`src/sv/assert_macros.svh`:
```
// Assertion macros used by the top-level RTL file of the Gram-Schmidt core.
`ifndef ASSERT_MACROS_SVH
`define ASSERT_MACROS_SVH

// Clocked property, disabled while reset is asserted.
`define GSQ_ASSERT(lbl, clk, rst_n, prop, msg) \
	lbl: assert property (@(posedge clk) disable iff (!rst_n) (prop)) else $error(msg);

// Condition that must never be seen outside reset.
`define GSQ_NEVER(lbl, clk, rst_n, cond, msg) \
	lbl: assert property (@(posedge clk) disable iff (!rst_n) !(cond)) else $error(msg);

`endif

```
`src/sv/gsq_pkg.sv`:
```
// Shared constants, types and fixed-point helpers of the Gram-Schmidt core.
`timescale 1ns / 1ps
package gsq_pkg;

	localparam int MAX_DIM    = 8;
	localparam int DIM_W      = $clog2(MAX_DIM);
	localparam int ENTRIES    = MAX_DIM * MAX_DIM;
	localparam int ADDR_W     = $clog2(ENTRIES);
	localparam int N_W        = 4;
	localparam int LOAD_W     = ADDR_W + 1;
	localparam int DATA_W     = 32;
	localparam int CFG_IDX_W  = 2;
	localparam int CFG_DATA_W = 31;
	localparam int DIV_STEPS  = 63;
	localparam int DIV_CNT_W  = 6;

	localparam logic [CFG_IDX_W-1:0] CFG_MATRIX_SIZE = 2'd0;
	localparam logic [CFG_IDX_W-1:0] CFG_LIN_DEP     = 2'd1;
	localparam logic [CFG_IDX_W-1:0] CFG_THRESHOLD   = 2'd2;

	localparam logic signed [DATA_W-1:0] QONE    = 32'sh0001_0000;
	localparam logic signed [DATA_W-1:0] SAT_MAX = 32'sh7fff_ffff;
	localparam logic signed [DATA_W-1:0] SAT_MIN = 32'sh8000_0000;
	localparam logic signed [64:0] WIDE_MAX = 65'sd2147483647;
	localparam logic signed [64:0] WIDE_MIN = -65'sd2147483648;

	typedef struct packed {
		logic                     ovf;
		logic signed [DATA_W-1:0] val;
	} sat_t;

	typedef struct packed {
		logic                     start;
		logic signed [63:0]       dividend;
		logic signed [DATA_W-1:0] divisor;
	} div_req_t;

	typedef struct packed {
		logic                     done;
		logic                     ovf;
		logic signed [DATA_W-1:0] quot;
	} div_rsp_t;

	function automatic sat_t sat65(input logic signed [64:0] v);
		sat_t r;
		if (v > WIDE_MAX) begin
			r.ovf = 1'b1;
			r.val = SAT_MAX;
		end else if (v < WIDE_MIN) begin
			r.ovf = 1'b1;
			r.val = SAT_MIN;
		end else begin
			r.ovf = 1'b0;
			r.val = v[DATA_W-1:0];
		end
		return r;
	endfunction

	// Q32.32 product back to Q16.16, truncated toward zero.
	function automatic sat_t qscale(input logic signed [63:0] p);
		logic signed [47:0] t;
		logic signed [64:0] w;
		t = p[63:16];
		if (p[63] && (p[15:0] != 16'd0))
			t = t + 48'sd1;
		w = {{17{t[47]}}, t};
		return sat65(w);
	endfunction

	function automatic sat_t qadd(input logic signed [DATA_W-1:0] a,
	                              input logic signed [DATA_W-1:0] b);
		logic signed [64:0] w;
		w = $signed({{33{a[31]}}, a}) + $signed({{33{b[31]}}, b});
		return sat65(w);
	endfunction

	function automatic sat_t qsub(input logic signed [DATA_W-1:0] a,
	                              input logic signed [DATA_W-1:0] b);
		logic signed [64:0] w;
		w = $signed({{33{a[31]}}, a}) - $signed({{33{b[31]}}, b});
		return sat65(w);
	endfunction

endpackage

```
`src/sv/gsq_div.sv`:
```
// Bit-serial signed divider for the Q32.32 by Q16.16 division terms.
`timescale 1ns / 1ps
module gsq_div (
	input  logic              clk,
	input  logic              arst_n,
	input  gsq_pkg::div_req_t req,
	output gsq_pkg::div_rsp_t rsp
);

	logic                                  busy_q;
	logic                                  fin_q;
	logic                                  done_q;
	logic [gsq_pkg::DIV_CNT_W-1:0]         cnt_q;
	logic [62:0]                           work_q;
	logic [31:0]                           rem_q;
	logic [31:0]                           dvs_q;
	logic                                  neg_q;
	logic                                  ovf_q;
	logic signed [gsq_pkg::DATA_W-1:0]     quot_q;

	logic [63:0]        dvd_abs;
	logic [32:0]        dvs_abs;
	logic [32:0]        shifted;
	logic               ge;
	logic [64:0]        qwide;
	gsq_pkg::sat_t      fin_sat;

	always_comb begin
		dvd_abs = req.dividend[63] ? 64'(-req.dividend) : 64'(req.dividend);
		dvs_abs = req.divisor[31] ? 33'(-$signed({req.divisor[31], req.divisor}))
		                          : {1'b0, req.divisor};
		shifted = {rem_q, work_q[62]};
		ge      = shifted >= {1'b0, dvs_q};
		qwide   = neg_q ? 65'(-$signed({2'b00, work_q})) : {2'b00, work_q};
		fin_sat = gsq_pkg::sat65($signed(qwide));
	end

	always_ff @(posedge clk or negedge arst_n) begin
		if (!arst_n) begin
			busy_q <= 1'b0;
			fin_q  <= 1'b0;
			done_q <= 1'b0;
			cnt_q  <= '0;
		end else begin
			fin_q  <= 1'b0;
			done_q <= fin_q;
			if (req.start) begin
				busy_q <= 1'b1;
				cnt_q  <= '0;
			end else if (busy_q) begin
				if (cnt_q == gsq_pkg::DIV_CNT_W'(gsq_pkg::DIV_STEPS - 1)) begin
					busy_q <= 1'b0;
					fin_q  <= 1'b1;
				end
				cnt_q <= cnt_q + 1'b1;
			end
		end
	end

	always_ff @(posedge clk) begin
		if (req.start) begin
			work_q <= dvd_abs[62:0];
			rem_q  <= '0;
			dvs_q  <= dvs_abs[31:0];
			neg_q  <= req.dividend[63] ^ req.divisor[31];
		end else if (busy_q) begin
			rem_q  <= ge ? 32'(shifted - {1'b0, dvs_q}) : shifted[31:0];
			work_q <= {work_q[61:0], ge};
		end
		if (fin_q) begin
			quot_q <= fin_sat.val;
			ovf_q  <= fin_sat.ovf;
		end
	end

	assign rsp.done = done_q;
	assign rsp.ovf  = ovf_q;
	assign rsp.quot = quot_q;

endmodule
```
`config.mk`:
```
export PLATFORM = sky130hd
export DESIGN_NAME = gsq_div
export DESIGN_NICKNAME = d
export VERILOG_FILES = /design/src/sv/assert_macros.svh /design/src/sv/gsq_pkg.sv /design/src/sv/gsq_div.sv
export SDC_FILE = /design/constraint.sdc
export NUM_CORES = 1
export LEC_CHECK = 0
export BUFFER_PORTS_ARGS = -buffer_cell sky130_fd_sc_hd__buf_2
export CAP_MARGIN = 5
export CORE_MARGIN = 2
export CORE_UTILIZATION = 45
export CTS_CLUSTER_SIZE = 30
export DETAILED_ROUTE_END_ITERATION = 10
export MAX_ROUTING_LAYER = met4
export PLACE_DENSITY = 0.69
export SLEW_MARGIN = 20
export SYNTH_ARGS = -nofsm -noshare
export SYNTH_HDL_FRONTEND = slang
export SYNTH_SLANG_ARGS = --single-unit
```
`constraint.sdc`:
```
create_clock -name clk -period 8.1 [get_ports clk]
set_input_delay 0.81 -clock clk [delete_from_list [all_inputs] [get_ports clk]]
set_output_delay 0.81 -clock clk [all_outputs]
set_load 0.01 [all_outputs]
```
Yosys cells after proc, flatten, opt, wreduce, memory -nomap -nowiden
Cells that the tools add are included.

Register bits after elaboration: 170. Bits of input ports: 99. Output and inout port bits: 34. Word-level logic and storage cells: 37.

$add $sub $neg: 5. $lt $le $gt $ge: 3. Equality and inequality tests: 1. Multiplexer cells: 15. Bitwise operators: 1. Reductions and logical operators: 1.

Operators by type and width (count): $mux W63 (3); $gt A65 B32 Y1 const B (1); $lt A65 B32 Y1 const B (1); $mux W65 (1); $neg A63 Y65 (1); $neg A63 Y63 (1); $ge A33 B32 Y1 (1); $mux W33 (1); $mux W32 (1); $neg A32 Y32 (1); $sub A32 B32 Y32 (1); $mux W31 (1); $mux W6 (2); $add A6 B1 Y6 const B (1); $eq A6 B6 Y1 const B (1); $mux W1 (6); $reduce_bool A2 Y1 (1); $xor A1 B1 Y1 (1).

Logic depth before layout (Yosys ltp)
Gate-level depths: netlist of the first run.

Word-level depth: 4. Mapped depth: 14. Mapped depth without buffers: 12.

Worst setup path after synthesis of the first run
Ideal clock, no wire load.

Path kind: register to register. From: register work_q[0]. To: register quot_q[10] (netlist name), data pin. Setup time: 258 ps. Data arrival time: 3867 ps. Data required time: 7842 ps. Slack: 3975 ps. Cell stages (with the launch flop): 13. Buffers on the path: 1. Period minus slack after synthesis: 4125 ps. Cells stage by stage: edfxtp_1 inv_1 ha_1 or3b_2 nor3_1 nand3_1 or4_1 o41a_1 or4b_1 nor4_1 a41o_1 buf_4 o21ai_2.

Word-level cells in the longest chain between the ends: 4. Elaborated cells on any way between the ends: 5. Those cells by class: add/sub: 1; order compare: 2; mux: 2.

Ends and longest elaborated chain: from (decl) (line gsq_div.sv:14) `logic [62:0] work_q;`; from (signal assigned) (line gsq_div.sv:62) `work_q <= dvd_abs[62:0];`; from (signal assigned) (line gsq_div.sv:68) `work_q <= {work_q[61:0], ge};`; $neg A63 Y65 (line gsq_div.sv:34) `qwide = neg_q ? 65'(-$signed({2'b00, work_q})) : {2'b00, work_q};`; $mux W65 * (line gsq_div.sv:34); $lt A65 B32 Y1 (line gsq_pkg.sv:49) `end else if (v < WIDE_MIN) begin`; $mux W33 (line gsq_pkg.sv:49); to (signal assigned) (line gsq_div.sv:71) `quot_q <= fin_sat.val;`; to (decl) (line gsq_div.sv:19) `logic signed [gsq_pkg::DATA_W-1:0] quot_q;`.

Mark *: on every way between the ends. The rest lies on a longest branch, timed or not. A chain may end at the register's enable or synchronous reset.

Worst setup path after layout of the first run
From: register work_q[34]. To: register quot_q[1] (netlist name), data pin.

The elaborated chain is that of the path after synthesis.

==> out/metrics.cfg, run 1 <==
[setup_path]
crit_end = quot_q[1]$_SDFFCE_PN1P_
reg2reg_depth = 10
required_ns = 8.24
r2r_start = work_q[34]$_DFFE_PP_
timing.rr.end = quot_q[1]$_SDFFCE_PN1P_
crit_path_start = work_q[34]$_DFFE_PP_
critPathKind = register to register
end_kind = register
reg2reg_setup_slack_ns = 2.98
crit_fanout = 32
cp-start-kind = register
crit_arrival_ns = 5.26

[detailed_routing]
met2_length_um = 16200
drt-total-wl_um = 32800
wl_met3_um = 1730
routed.top_layer = met4
vias = 10900
wl_per_cell_um = 17.7
ant_nets = 0
post-route-drc-count = 0
drt-pass1-iter-count = 5
vias_per_cell = 5.89
drt_iter0_drc = 1110
drt-met1-wl_um = 14100

[clock_network]
cts_tree = yes
cts_root_buf = clkbuf_16
cts_buffer_depth = 2
cts_buffers = 17
cts.clk_slew.worst_paths_ns = 0.08
clk_latency_ns = 0.45
clock-sinks = 170
h-tree-depth = 4
ctsHoldBuffers = 0
cts_setup_buffers = 0
cts_resized = 0

[power]
combPwrFrac_pct = 33.7
switchingPower_mw = 1.15
clkPwrFrac_pct = 27.1
p_sw_share_pct = 37.5
peakVddDrop_mv = 0.127
p_seq_share_pct = 39.2
power_mw = 3.08
p_per_area_nw_per_um2 = 221
p_int_mw = 1.93
p_leak_nw = 5.23

[layout]
area_growth_pct = 11.9
fillCellCount = 2513
final_common_cell = nor2_1
diodes = 0
drive_gt1_share_pct = 15.9
final_nets = 1605
final_cell_mix = nor2_1 (143), buf_2 (131), edfxtp_1 (129)

[placed_design]
gp_routability_congestion = 0.954
post-dp-hpwl_um = 24000
portBuffers = 132
place_ws_ns = 3.06

[synthesis]
syn_area_um2 = 12500
synth_area_per_cell_um2 = 9.01
synth.distinct_cells = 71
synth_enable_flop_cells = 129
async_flop_share_pct = 5.29
ys_warn_count = 0
synth_nets = 1519
ys_seq_area_share_pct = 38.0
syn-instance-count = 1382
synth_seq_cells = 170
synth_flop_cell = edfxtp_1

[sta]
worst_pin_slew_ns = 1.03
skew_ns = 0.0191
final_hold_viol_count = 0
setup_slack_ns = 2.98
period_minus_slack_ns = 5.12
max_freq_mhz = 195
max-slew-margin-rel_pct = 31.6
finalSetupViolations = 0
rsz0062_at_grt = no
maxSlewViolCount = 0
fin_setup_tns_ns = 0
fin_crit_sh_pct = 63.2

[grt]
grt_pass1_wl_um = 52800
globalRouteOverflowTotal = 0
grt_pass1_vias = 10200
grt_max_degree = 83
antenna_found_initial = 0
grt_usage_pct = 23.4

[floorplanning]
core.rowCount = 60
die_x_um = 170
start_util_pct = 46.0
die_y_um = 170
core_um2 = 27100
io_pins = 133
die_area_um2 = 29000

[flow_run]
cap_viol_max_count = 0

[min_path]
hold_class = input pin to async pin

[status]
status = finished clean

## kinds of logic after synthesis
logic type | after synthesis | share of synthesized area (%)
compound gates | 412 | 22.0
xor+xnor | 164 | 11.5
simple gates | 449 | 18.7
mux | 20 | 1.65
buf+inv | 129 | 4.23
fa+ha+maj | 38 | 3.88
flops | 170 | 38.0
## metrics by stage
| stage | hold slack [ns] | utilization (%) | instance area (um2) | cells |
|---|---|---|---|---|
| floorplan | 0.446 | - | 12500 | 1382 |
| global placement | 0.477 | 49.2 | 13300 | 1821 |
| detailed placement | 0.496 | 49.2 | 13300 | 1821 |
| CTS | 0.248 | 51.4 | 13900 | 1853 |
| global route | 0.250 | 51.4 | 13900 | 1853 |
| finish | 0.239 | 51.4 | 13900 | 1853 |
## registers in the layout, indices dropped and copies added, names as in the netlist, 6 cells and up
| name | cells |
|---|---|
| cnt_q | 6 |
| dvs_q | 32 |
| work_q | 63 |
| rem_q | 32 |
| quot_q | 32 |
## critical path, stage by stage (launching register included)
cell and delay [ns]:
edfxtp_1 0.50, nor4_4 0.56, nand4_1 0.54, or4b_1 0.72, or4_1 0.49, o41a_1 0.41, or4b_1 0.53, nor4_1 0.27
a41o_1 0.21, buf_4 0.42, o21ai_0 0.16
## layer usage
layer  vias up  global-route usage (%)
met4         0                    6.54
li1       5352                       -
met2       366                    39.8
met1      5134                    29.2
met3        57                    2.98
met5         -                       -
## power by group through the flow
stage	sequential, mW	clock (mW)	combinational (mW)
after floorplan	1.17	0	0.818
after global placement	1.22	0	1.01
after detailed placement	1.22	0	1.03
after CTS	1.20	0.849	1.03
after global routing	1.22	0.878	1.16
final	1.21	0.834	1.04
## cell usage after synthesis (5+ instances only)
cell type	count	area share, %
nand4b_1	7	0.49
buf_4	5	0.30
o31ai_1	42	2.5
o41ai_1	33	2.3
or3_1	33	1.7
a21o_1	17	1.0
or4_1	21	1.3
a211oi_1	28	1.7
xnor2_1	54	3.8
nand4_1	16	0.80
nor2_1	143	4.3
nand3_1	29	1.2
ha_1	37	3.7
o21ai_0	73	2.9
inv_1	56	1.7
and3_1	7	0.35
a41oi_1	5	0.35
mux2i_1	16	1.3
a31oi_1	11	0.55
nand2_1	72	2.2
dfrtp_1	9	1.8
buf_1	5	0.15
dfxtp_1	32	5.1
or2_2	16	0.80
nor4_1	18	0.90
xor2_1	110	7.7
and2_1	5	0.25
nand2b_1	14	0.70
a21oi_1	117	4.7
nor2b_1	14	0.70
o21a_1	7	0.42
edfxtp_1	129	31
clkbuf_1	59	1.8
a21boi_0	5	0.30
o21ai_2	30	2.1
nor3_1	31	1.2
## worst min-delay path by stage
stage | from | endpoint | slack [ns]
3_3_place_gp | rem_q[31]$_SDFFE_PP0P_ | rem_q[31]$_SDFFE_PP0P_ | 0.48
3_5_place_dp | rem_q[29]$_SDFFE_PP0P_ | rem_q[30]$_SDFFE_PP0P_ | 0.50
6_report | arst_n | done_q$_DFF_PN0_ | 0.24
5_1_grt | arst_n | done_q$_DFF_PN0_ | 0.25
4_1_cts | arst_n | done_q$_DFF_PN0_ | 0.25
2_1_floorplan | rem_q[31]$_SDFFE_PP0P_ | rem_q[31]$_SDFFE_PP0P_ | 0.45
## final cells by class
type                    instances  area [um2]  area share (%)
clock buffers                  17         425            3.05
clock inverters                15         174            1.25
inverters                      56         210            1.51
multi-input cells            1083        7200            51.6
flip-flops and latches        170        4740            34.0
well taps                     372         465            3.34
repair buffers                140         727            5.21
Note: power is estimated with default switching activity, not from simulation.
==> run 2, diff against run 1 <==
==> constraint.sdc (replaced) <==
create_clock -name clk -period 5.2 [get_ports clk]
set_input_delay 0.52 -clock clk [delete_from_list [all_inputs] [get_ports clk]]
set_output_delay 0.52 -clock clk [all_outputs]
set_load 0.01 [all_outputs]
==> run 2 against run 1 <==
Net effect: final cell count is 0.81% higher; setup slack worse by 2.5 ns; die area stayed put; wire length is 2.7% higher; non-clock buffer count is 15 higher; clock skew is 0.0063 ns lower; global-route usage is 0.77 points higher; sequential power is 55% higher; clock power is 61% higher; final area is 0.87% higher; worst hold slack better by 0.093 ns; critical endpoint unchanged; highest routed layer unchanged.
==> out/metrics.cfg, run 2 (synthesis results as in run 1) <==
[power]
p_per_area_nw_per_um2 = 345  ; +56%
peakVddDrop_mv = 0.225  ; +76%
p_leak_nw = 5.31  ; +1.5%

[clock_network]
cts_resized = 0  ; unchanged
clock-sinks = 170  ; unchanged
clk_latency_ns = 0.44  ; about the same
cts_buffer_depth = 2  ; unchanged
cts_setup_buffers = 0  ; unchanged
cts_tree = yes
h-tree-depth = 4  ; unchanged
cts.clk_slew.worst_paths_ns = 0.08  ; about the same
cts_root_buf = clkbuf_16
cts_buffers = 17  ; unchanged

[flow_run]
cap_viol_max_count = 0  ; unchanged

[setup_path]
path_cells = or4_1, or4_4, or4_1, o311a_1, or4_1, nor4_2, o2111ai_1, o31a_2, o21ai_0
cp_common_cell = or4_1
required_ns = 5.48  ; -2.76 ns
crit_fanout = 31  ; -3.1%
cp-start-kind = register
critical-path-max-stage-delay_ns = 0.70  ; -0.02 ns
slowest_stage = o31a_2
critPathKind = register to register
end_kind = register
reg2reg_setup_slack_ns = 0.46  ; -2.52 ns
crit_arrival_ns = 5.01  ; -0.25 ns

[sta]
skew_ns = 0.0128  ; -0.00631 ns
max_freq_mhz = 211  ; +8.0%
final_hold_viol_count = 0  ; unchanged
rsz0062_at_grt = no
finalSetupViolations = 0  ; unchanged
setup_slack_ns = 0.463  ; -2.52 ns
fin_setup_tns_ns = 0  ; unchanged
worst_pin_slew_ns = 1.07  ; +0.0407 ns
maxSlewViolCount = 0  ; unchanged
max-slew-margin-rel_pct = 28.9  ; -2.7 points
period_minus_slack_ns = 4.74  ; -0.380 ns
fin_crit_sh_pct = 91.1  ; +28 points

[floorplanning]
io_pins = 133  ; unchanged
die_x_um = 170  ; unchanged
die_area_um2 = 29000  ; unchanged
start_util_pct = 46.0  ; unchanged
core.rowCount = 60  ; unchanged
core_um2 = 27100  ; unchanged
die_y_um = 170  ; unchanged

[grt]
globalRouteOverflowTotal = 0  ; unchanged
grt_pass1_wl_um = 54000  ; +2.3%
grt_usage_pct = 24.1  ; +0.77 points
antenna_found_initial = 0  ; unchanged
grt_pass1_vias = 10400  ; +1.4%
grt_max_degree = 76  ; -8.4%

[layout]
diodes = 0  ; unchanged
final_cell_mix = nor2_1 (143), buf_2 (131), edfxtp_1 (129)
final_common_cell = nor2_1
final_nets = 1620  ; +0.93%
area_growth_pct = 12.9
largest_register_ffs = 63  ; unchanged
drive_gt1_share_pct = 16.7  ; +0.78 points
fillCellCount = 2525  ; +0.48%
top_register = work_q

[placed_design]
gp_routability_congestion = 0.966  ; +1.2%
portBuffers = 132  ; unchanged
place_ws_ns = 0.465  ; -2.60 ns
post-dp-hpwl_um = 25200  ; +5.2%

[detailed_routing]
drt-pass1-iter-count = 5  ; unchanged
ant_nets = 0  ; unchanged
wl_per_cell_um = 18.0  ; +1.8%
vias = 10900  ; +0.19%
post-route-drc-count = 0  ; unchanged
vias_per_cell = 5.85  ; -0.61%
drt-total-wl_um = 33600  ; +2.7%
drt_iter0_drc = 868  ; -22%

[status]
status = finished clean

[min_path]
hold_class = input pin to register

run 2: cell count changes in the layout (fill, tap and decap cells not counted), sizes merged:
cell | before | now
clkinvlp | 2 | 1
dlygate4sd3 | 0 | 1
inv | 64 | 65
clkinv | 5 | 4
bufinv | 0 | 1
buf | 140 | 154
run 2: worst paths after layout:
check / cells after the start / start / endpoint
worst min register to register: 2 / rem_q[25]$_SDFFE_PP0P_ / rem_q[25]$_SDFFE_PP0P_
worst max register to register: 9 / work_q[22]$_DFFE_PP_ / quot_q[1]$_SDFFCE_PN1P_
worst max-delay path: 9 / work_q[22]$_DFFE_PP_ / quot_q[1]$_SDFFCE_PN1P_
min in group asynchronous: 2 / arst_n / cnt_q[0]$_DFFE_PN0P_
worst min-delay path: 1 / req[0] / dvs_q[0]$_DFFE_PP_
max in group asynchronous: 2 / arst_n / fin_q$_DFF_PN0_
run 2: critical path, delay by kind of cell, from the launching register on:
| kind | cells | cell delay [ns] |
|---|---|---|
| flops | 1 | 0.46 |
| simple gates | 5 | 2.64 |
| compound gates | 4 | 1.45 |
run 2: power breakdown:
group	internal, mW	switching [mW]
sequential	1.68	0.207
clock	0.691	0.645
combinational	0.683	0.950
run 2: final cells by class:
class | count | area, um2 | share of cell area [%]
flip-flops and latches | 170 | 4740 | 33.7
clock buffers | 17 | 425 | 3.02
repair buffers | 155 | 855 | 6.08
clock inverters | 15 | 174 | 1.24
multi-input cells | 1083 | 7190 | 51.2
well taps | 372 | 465 | 3.31
inverters | 56 | 210 | 1.49
run 2: timing repair:
item                       in CTS  in global routing
setup endpoints to repair       0                  0
hold buffers                    1                  0
hold endpoints to repair        9                  0
run 2: metrics by stage:
step / cells / cell area, um2 / power (mW) / util [%] / hold WS (ns)
final: 1868 / 14100 / 4.85 / 51.9 / 0.332
after global placement: 1835 / 13500 / 3.50 / 49.6 / 0.421
after global routing: 1868 / 14100 / 5.14 / 51.9 / 0.325
after CTS: 1868 / 14100 / 4.85 / 51.9 / 0.319
after floorplan: 1382 / 12500 / 3.10 / - / 0.224
after detailed placement: 1835 / 13500 / 3.52 / 49.6 / 0.424
run 2: routing by layer:
layer  up-vias  GRT usage, %  part of all wire, %
met2       339          40.5                   48
met4         0          7.88                  2.6
met1      5165          30.1                   44
met5         -             -                    0
met3        54          3.19                  4.6
li1       5372             -                    -
